<file path="src/rtl/nca_pkg.sv">
// Shared types and constants for the neighbour cache.
`default_nettype none
package nca_pkg;

  localparam int TABLE_ENTRIES = 4096;
  localparam int IDX_W = $clog2(TABLE_ENTRIES);
  localparam int CNT_W = 13;
  localparam logic [31:0] TIMEOUT_RESET = 32'd1800;

  typedef enum logic [2:0] {
    OP_EXISTS = 3'd0,
    OP_LOOKUP = 3'd1,
    OP_CREATE = 3'd2,
    OP_UPDATE = 3'd3,
    OP_EXPIRE = 3'd4,
    OP_IGNORE = 3'd5
  } op_t;

  typedef enum logic [1:0] {
    ST_OK        = 2'd0,
    ST_NOT_FOUND = 2'd1,
    ST_PRESENT   = 2'd2,
    ST_FULL      = 2'd3
  } status_t;

  typedef struct packed {
    op_t          op;
    logic [63:0]  kh;
    logic [63:0]  kl;
    logic [47:0]  mac;
    logic [31:0]  now;
  } req_t;

  typedef struct packed {
    status_t           status;
    logic              found;
    logic [47:0]       mac;
    logic [CNT_W-1:0]  count;
  } res_t;

endpackage
`default_nettype wire

</file>
<file path="src/rtl/nca_front.sv">
// Front end: accepts requests, classifies the kind and queues them.
`default_nettype none
module nca_front import nca_pkg::*; (
  input  wire logic        clk,
  input  wire logic        rst,
  input  wire logic        req_valid,
  output logic             req_stall,
  input  wire logic [2:0]  kind,
  input  wire logic [63:0] key_high,
  input  wire logic [63:0] key_low,
  input  wire logic [47:0] mac_in,
  input  wire logic [31:0] now,
  output logic             q_valid,
  output req_t             q_req,
  input  wire logic        q_pop
);

  req_t       fifo [2];
  logic       wr_ptr;
  logic       rd_ptr;
  logic [1:0] fill;
  logic       push;
  op_t        op;

  always_comb begin
    unique case (kind)
      3'd0:    op = OP_EXISTS;
      3'd1:    op = OP_LOOKUP;
      3'd2:    op = OP_CREATE;
      3'd3:    op = OP_UPDATE;
      3'd4:    op = OP_EXPIRE;
      default: op = OP_IGNORE;
    endcase
  end

  assign req_stall = (fill == 2'd2);
  assign push      = req_valid && !req_stall;
  assign q_valid   = (fill != 2'd0);
  assign q_req     = fifo[rd_ptr];

  always_ff @(posedge clk) begin
    if (push) begin
      fifo[wr_ptr] <= '{op: op, kh: key_high, kl: key_low, mac: mac_in, now: now};
    end
  end

  always_ff @(posedge clk) begin
    if (rst) begin
      wr_ptr <= 1'b0;
      rd_ptr <= 1'b0;
      fill   <= 2'd0;
    end else begin
      if (push) wr_ptr <= !wr_ptr;
      if (q_pop && q_valid) rd_ptr <= !rd_ptr;
      fill <= fill + {1'b0, push} - {1'b0, q_pop && q_valid};
    end
  end

  a_no_pop_empty: assert property (@(posedge clk) disable iff (rst) q_pop |-> q_valid)
    else $error("pop from empty queue");
  a_fill_bound: assert property (@(posedge clk) disable iff (rst) fill <= 2'd2)
    else $error("queue fill out of range");
  a_full_stall: assert property (@(posedge clk) disable iff (rst)
    (fill == 2'd2) |-> req_stall)
    else $error("queue full without stall");

endmodule
`default_nettype wire

</file>
<file path="config.mk">
export PLATFORM = sky130hd
export DESIGN_NAME = nca_front
export DESIGN_NICKNAME = d
export VERILOG_FILES = /design/src/rtl/nca_pkg.sv /design/src/rtl/nca_front.sv
export SDC_FILE = /design/constraint.sdc
export NUM_CORES = 1
export LEC_CHECK = 0
export BUFFER_PORTS_ARGS = -buffer_cell sky130_fd_sc_hd__buf_2
export CORE_ASPECT_RATIO = 2
export CORE_UTILIZATION = 47
export CTS_CLUSTER_SIZE = 25
export DETAILED_ROUTE_END_ITERATION = 8
export PLACE_DENSITY = 0.77
export REMOVE_ABC_BUFFERS = 1
export SETUP_SLACK_MARGIN = 0.1
export SLEW_MARGIN = 20
export SYNTH_ARGS = -nofsm -noshare
export SYNTH_HDL_FRONTEND = slang
export SYNTH_SLANG_ARGS = --single-unit
</file>
<file path="constraint.sdc">
create_clock -name clk -period 7.21 [get_ports clk]
set_clock_uncertainty 0.2 [all_clocks]
set_input_delay 1.442 -clock clk [delete_from_list [all_inputs] [get_ports clk]]
set_output_delay 1.442 -clock clk [all_outputs]
set_load 0.03 [all_outputs]
</file>
---- After elaboration in Yosys (flattened, before gate mapping) ----
Memories as Yosys holds them, arrays and structs flattened. A register that Yosys moved wholly into a read port is not among the register bits.
Cells that the tools add are included.
Widths: inputs -> output; s select.
operators by class
  $add $sub $neg .......................... 2
  equal/unequal tests ..................... 5
  muxes and demuxes ....................... 5
  reductions and logical operators ........ 7
operators with widths
  cell                count
  $pmux 3 s5          1
  $eq 3x2->1 const B  2
  $mux 1              4
  $eq 3x1->1 const B  1
  $eq 3x3->1 const B  1
  $logic_not 1->1     3
  $logic_not 3->1     1
  $add 2x1->2         1
  $eq 2x2->1 const B  1
  $logic_and 1x1->1   2
  $reduce_bool 2->1   1
  $sub 2x1->2         1
word-level totals
  bits in registers ....................... 4
  memory bits (writable) .................. 422
  input bits .............................. 215
  output and inout port bits .............. 213
  logic and storage cells ................. 23
  memories ................................ 1
memories
  memory  words  bits a word  read ports  clocked after memory_dff  write ports  RTL line         text
  fifo    2      211          1           1                         1            nca_front.sv:18  req_t fifo [2];

---- Longest topological paths before layout ----
Gate-level depths: netlist (run 1).
  word-level depth ........................ 5
  gate-level depth with buffers ........... 8

---- Worst setup path after synthesis (run 1) ----
No wires, ideal clock.
  path kind ............................... input-to-reg
  start ................................... input port req_valid
  end ..................................... memory fifo[1][0] (netlist name) (enable)
  setup time .............................. 0.599 ns
  arrival time ............................ 6.309 ns
  data required time ...................... 6.411 ns
  slack ................................... 0.102 ns
  stages on the path ...................... 1
  path buffers ............................ 0
  cell sequence ........................... and3_1
between the ends
  longest elaborated chain between the ends .. 3
ends and longest elaborated chain
  what                          RTL line         text
  start, declared               nca_front.sv:6   input wire logic req_valid,
  $logic_and 1x1->1             nca_front.sv:37  assign push = req_valid && !req_stall;
  $mux 1                        nca_front.sv:42  if (push) begin
  $mux 1 (implied by the code)  nca_front.sv:43  fifo[wr_ptr] <= '{op: op, kh: key_high, kl: key_low, mac: mac_in, now: now};
  end, declared                 nca_front.sv:18
No other way between the ends.

==> metrics.cfg, run 1 <==
[setup_path]
worstPathMaxFanout=68
endpoint_kind=output pin
worst-path-buf-inv=2
required_ns=5.57
rrSetupSlack_ns=4.21
start_kind=register
path_cells=buf_4 > mux2_2 > buf_2
path_delay_family=buffers and inverters
max_stage_delay_ns=0.93
crit_end=q_req[69]
crit_type=reg -> out
r2r_end=fifo[0][111]
arrival_ns=2.95
worst-path-stages=3
timing.rr.start=fill[0]
r2r_cells=5
cp_slowest_cell=dfxtp_4

[logic_synthesis]
synthArstFlopShare_pct=0
synth_ff_type=edfxtp_1
synth_area_sq_mm=0.01555
ys_warn_count=0
synth-seq-area-share_pct=82.15
synth_edf_count=422
synthTopCellsByCount=edfxtp_1 (422), mux2_2 (211), buf_6 (21)
syn_inst=686
synth_area_leaders=edfxtp_1 (82%), mux2_2 (15%), buf_6 (1.5%)
synth_top_area_share_pct=81.51
yosysUniqueCellTypes=23
avgSynthCellArea_sq_um=22.66
synth_area_leader_cell=edfxtp_1
synth_most_common_cell=edfxtp_1
synth-seq-cells=427

[clocking]
cts_setup_buffers=0
cts_max_level=2
worstSkewPairLatency_ns=0.51
cts_root_buf=clkbuf_16
clock_sinks=427
cts.repair.resized=0
cts_buffer_depth=3
numCtsBuffers=36
cts_tree=built
hold_buffers=0
cts.clk_slew.worst_paths_ns=0.06

[grt]
grt_pass1_wl_mm=46.30
grt_overflow=0
grt_max_degree=128
grt_util_all_layers_pct=18.90
grt_pass1_vias=8469
antenna_found_initial=19

[layout]
drive_gt1_share_pct=60.57
fin_area_sq_mm=0.01922
syn_to_final_growth_pct=23.62
multi_input_area_sq_mm=0.002515
seq_area_sq_mm=0.01278
nets=1351
fillers=2439

[floorplan]
die_x_um=130.6
start_util_pct=48.06
ios=428
die_area_sq_mm=0.03385
core_area_sq_mm=0.03235
die_h_um=259.2
placementRows=93

[drt]
vias_per_cell=5.027
vias=8058
first_pass_iters=5
detail-route-antenna-nets=0
routed_wl_mm=33.14
wl_per_cell_um=20.68
dr.first_iter.drc_count=413
post-route-drc-count=0

[placed_design]
globalplace.congestion=0.8677
dpl.hpwl_mm=22.60
pre_cts_slack_ns=3.084
place_area_sq_mm=0.01805
portBuffers=427

[status]
status=finished clean

[timing]
slew_headroom_pct=31.55
grt_setup_unrepaired=no
fin_ws_ns=2.615
worstMarginPinSlew_ns=1.027
finalSetupViolCount=0
period_minus_slack_ns=4.595
slew_violations=0
fmax_ghz=0.2176
hold_violations=0
finalCritPeriodShare_pct=63.73

[power_and_ir_drop]
leakage_nw=7.123
ir_worst_vdd_uv=422.7
power_density_mw_per_mm2=391.8

[hold_path]
hp-class=reg -> reg

[run]
drv_cap=0

[cell usage in the layout (no fill, tap or decap), drive strengths merged, types with 3 or more instances in the layout]
| cell | netlist | layout |
|---|---|---|
| edfxtp | 422 | 422 |
| dfxtp | 5 | 5 |
| clkbuf | 1 | 44 |
| diode | 0 | 17 |
| bufinv | 0 | 3 |
| buf | 23 | 434 |
| nor2 | 3 | 3 |
| clkinv | 0 | 15 |
| mux2 | 211 | 211 |
| inv | 4 | 4 |
[tightest hold or removal path, stage by stage, from the launching register on]
cell	delay (ns)
dfxtp_1	0.32
o21ai_0	0.07
a21oi_1	0.07
[per-stage QoR]
| step | TNS [ns] | instances | hold slack, ns | power [W] | utilization [%] |
|---|---|---|---|---|---|
| after CTS | 0 | 1586 | 0.3002 | 0.007612 | 59.28 |
| after floorplan | -47.04 | 662 | 0.2518 | 0.005144 | - |
| final | 0 | 1603 | 0.3023 | 0.007531 | 59.41 |
| after global placement | 0 | 1523 | 0.2758 | 0.005693 | 55.80 |
| after global routing | 0 | 1603 | 0.3423 | 0.007810 | 59.41 |
| after detailed placement | 0 | 1523 | 0.2822 | 0.005734 | 55.80 |
[cell families (layout without fill, tap and decap cells)]
logic type,Yosys count,in the layout,share of synthesized area [%]
XOR/XNOR,2,2,0.1127
buffers and inverters,28,501,1.706
multiplexers,211,211,15.28
other,0,17,0
adder cells (fa/ha/maj),2,2,0.1609
AO/OA/AOI/OAI,4,4,0.1609
flip-flops,427,427,82.15
AND/OR/NAND/NOR,12,12,0.4266
[worst min-delay path by stage]
stage / cells after the start / to / from
floorplan: 2 / wr_ptr / wr_ptr
global placement: 2 / wr_ptr / wr_ptr
detailed placement: 2 / wr_ptr / wr_ptr
CTS: 2 / wr_ptr / wr_ptr
global route: 2 / wr_ptr / wr_ptr
finish: 2 / wr_ptr / wr_ptr
[final cells by class]
cell class,count,area share (%)
antenna,17,0.2213
clock buffer,44,4.954
clock inverter,19,0.9114
inverter,4,0.1172
multi-input combinational,231,13.09
sequential,427,66.47
tap,427,2.780
timing repair buffer,434,11.46
[flip-flops by register name, summed over array words and instances, names as in the netlist, named ones only]
| signal | count |
|---|---|
| fifo | 422 |
| fill | 2 |
| rd_ptr | 1 |
| wr_ptr | 1 |
[per-layer routing]
layer	GRT usage (%)	part of all wire (%)	vias to the layer above
met5	0	0.094	-
met4	14.62	7.3	6
met3	4.472	6.0	128
met2	33.82	54	342
met1	18.11	33	3942
li1	-	-	3640
[where the power goes]
| group | internal, W | switching [W] |
|---|---|---|
| Combinational | 0.000787 | 0.00157 |
| Clock | 0.00105 | 0.000815 |
| Sequential | 0.00317 | 0.000139 |
| Total | 0.00500 | 0.00253 |
No activity file was read; power rests on OpenSTA's default activity.
==> inputs of run 2 (changes only) <==
--- a/config.mk
+++ b/config.mk
@@ -5,6 +5,7 @@
 export SDC_FILE = /design/constraint.sdc
 export NUM_CORES = 1
 export LEC_CHECK = 0
+export ABC_AREA = 1
 export BUFFER_PORTS_ARGS = -buffer_cell sky130_fd_sc_hd__buf_2
 export CORE_ASPECT_RATIO = 2
 export CORE_UTILIZATION = 47
==> constraint.sdc (replaced) <==
create_clock -name clk -period 4.14 [get_ports clk]
set_clock_uncertainty 0.2 [all_clocks]
set_input_delay 0.828 -clock clk [delete_from_list [all_inputs] [get_ports clk]]
set_output_delay 0.828 -clock clk [all_outputs]
set_load 0.03 [all_outputs]
==> metrics.cfg, run 2 <==
[logic_synthesis]
syn_inst=699
synth_ff_type=edfxtp_1
synth_area_sq_mm=0.01556
avgSynthCellArea_sq_um=22.27
synth_top_area_share_pct=81.41
synth_area_leader_cell=edfxtp_1
synthTopCellsByCount=edfxtp_1 (422), mux2_2 (211), buf_6 (21)
synth_edf_count=422
synth_area_leaders=edfxtp_1 (81%), mux2_2 (15%), buf_6 (1.5%)
synth_most_common_cell=edfxtp_1
yosysUniqueCellTypes=13
synth-seq-cells=427
synthArstFlopShare_pct=0
ys_warn_count=0
synth-seq-area-share_pct=82.06

[setup_path]
worstPathMaxFanout=72
path_delay_family=flip-flops
endpoint_kind=output pin
path_cells=buf_12 > mux2_2 > buf_2
crit_type=reg -> out
worst-path-buf-inv=2
start_kind=register
arrival_ns=2.33
max_stage_delay_ns=0.71
required_ns=3.11
cp_slowest_cell=dfxtp_4

[floorplan]
start_util_pct=48.12
placementRows=93
die_x_um=130.7
die_area_sq_mm=0.03389
core_area_sq_mm=0.03235
die_h_um=259.4
ios=428

[power_and_ir_drop]
leakage_nw=7.205
ir_worst_vdd_uv=560.1
power_density_mw_per_mm2=655.4

[drt]
wl_per_cell_um=20.96
vias_per_cell=5.085
dr.first_iter.drc_count=447
routed_wl_mm=33.92
detail-route-antenna-nets=0
first_pass_iters=6
post-route-drc-count=0
vias=8228

[clocking]
worstSkewPairLatency_ns=0.52
cts_buffer_depth=3
cts.repair.resized=0
cts_tree=built
numCtsBuffers=37
cts_root_buf=clkbuf_16
hold_buffers=0
cts_max_level=2
clock_sinks=427
cts.clk_slew.worst_paths_ns=0.07
cts_setup_buffers=0

[timing]
fmax_ghz=0.2977
finalSetupTns_ns=0
finalCritPeriodShare_pct=81.13
period_minus_slack_ns=3.359
finalSetupViolCount=0
slew_headroom_pct=50.13
worstMarginPinSlew_ns=0.7480
grt_setup_unrepaired=no
slew_violations=0
hold_violations=0

[placed_design]
dpl.hpwl_mm=23.51
portBuffers=427
place_area_sq_mm=0.01819
globalplace.congestion=0.8053

[hold_path]
hp-class=in -> reg

[layout]
fin_util_pct=59.90
nets=1371
reg_top3=fifo (422), fill (2)
syn_to_final_growth_pct=24.49
mostFrequentLayoutCells=buf_2 (427), edfxtp_1 (422), mux2_2 (211), clkbuf_16 (37), clkinv_1 (11)
largest_reg_flops=422
regMostFlops=fifo
mostFrequentLayoutCell=buf_2
fin_area_sq_mm=0.01938
drive_gt1_share_pct=59.54

[grt]
grt_util_all_layers_pct=19.46
grt_pass1_wl_mm=47.54
grt_max_degree=99
grt_overflow=0
antenna_found_initial=13
grt_pass1_vias=8443

[status]
status=finished clean

[run]
drv_cap=0

==> run 2: cell count changes in the layout (fill, tap and decap cells not counted), sizes merged, moves of 3 or more <==
| cell | before | now |
|---|---|---|
| inv | 4 | 12 |
| nand2 | 1 | 8 |
| nor2 | 3 | 10 |
| buf | 434 | 440 |
| diode | 17 | 12 |
| nand3 | 0 | 3 |
==> run 2: cells by family after synthesis <==
kind of cell / share of synthesized area [%]
DFF: 82.06
muxes: 15.27
buffers and inverters: 1.873
and+or+nand+nor: 0.5306
AOI/OAI and AO/OA: 0.1126
adders and majority gates: 0.1607
==> run 2: worst paths after layout <==
check	depth (start not counted)	start	slack, ns	end
worst min-delay path	2	rst	0.28	fill[0]
worst max register to register	5	fill[0]	1.81	fifo[1][92]
worst min register to register	2	rd_ptr	0.31	rd_ptr
worst max-delay path	3	register	0.78	q_req[138]
==> run 2: cell type report <==
| type | count | area, sq um |
|---|---|---|
| Antenna cell | 12 | 30.03 |
| Clock buffer | 42 | 944.7 |
| Clock inverter | 22 | 211.5 |
| Fill cell | 2446 | 12970 |
| Inverter | 11 | 48.80 |
| Multi-Input combinational cell | 237 | 2509 |
| Sequential cell | 427 | 12780 |
| Tap cell | 427 | 534.3 |
| Timing Repair Buffer | 440 | 2322 |
==> run 2: per-stage QoR <==
step,hold WS (ns),power (W),setup WS (ns),instances
floorplan,0.2675,0.008547,-6.488,675
global placement,0.2935,0.009399,1.310,1542
detailed placement,0.3029,0.009468,1.331,1542
CTS,0.2533,0.01282,0.7630,1606
global route,0.2664,0.01314,0.6890,1618
finish,0.2793,0.01270,0.7813,1618
==> run 2: where the power goes <==
group          internal [W]  switching [W]
Combinational       0.00122        0.00247
Sequential          0.00548       0.000189
Clock               0.00189        0.00145
Total               0.00859        0.00411
==> run 2: routing by layer <==
layer	up-vias	GRT usage, %	wire length (um)
met5	-	0	11
met4	2	12.16	1745
met3	92	3.607	1794
met2	344	35.21	18770
met1	4101	20.24	11590
li1	3689	-	-
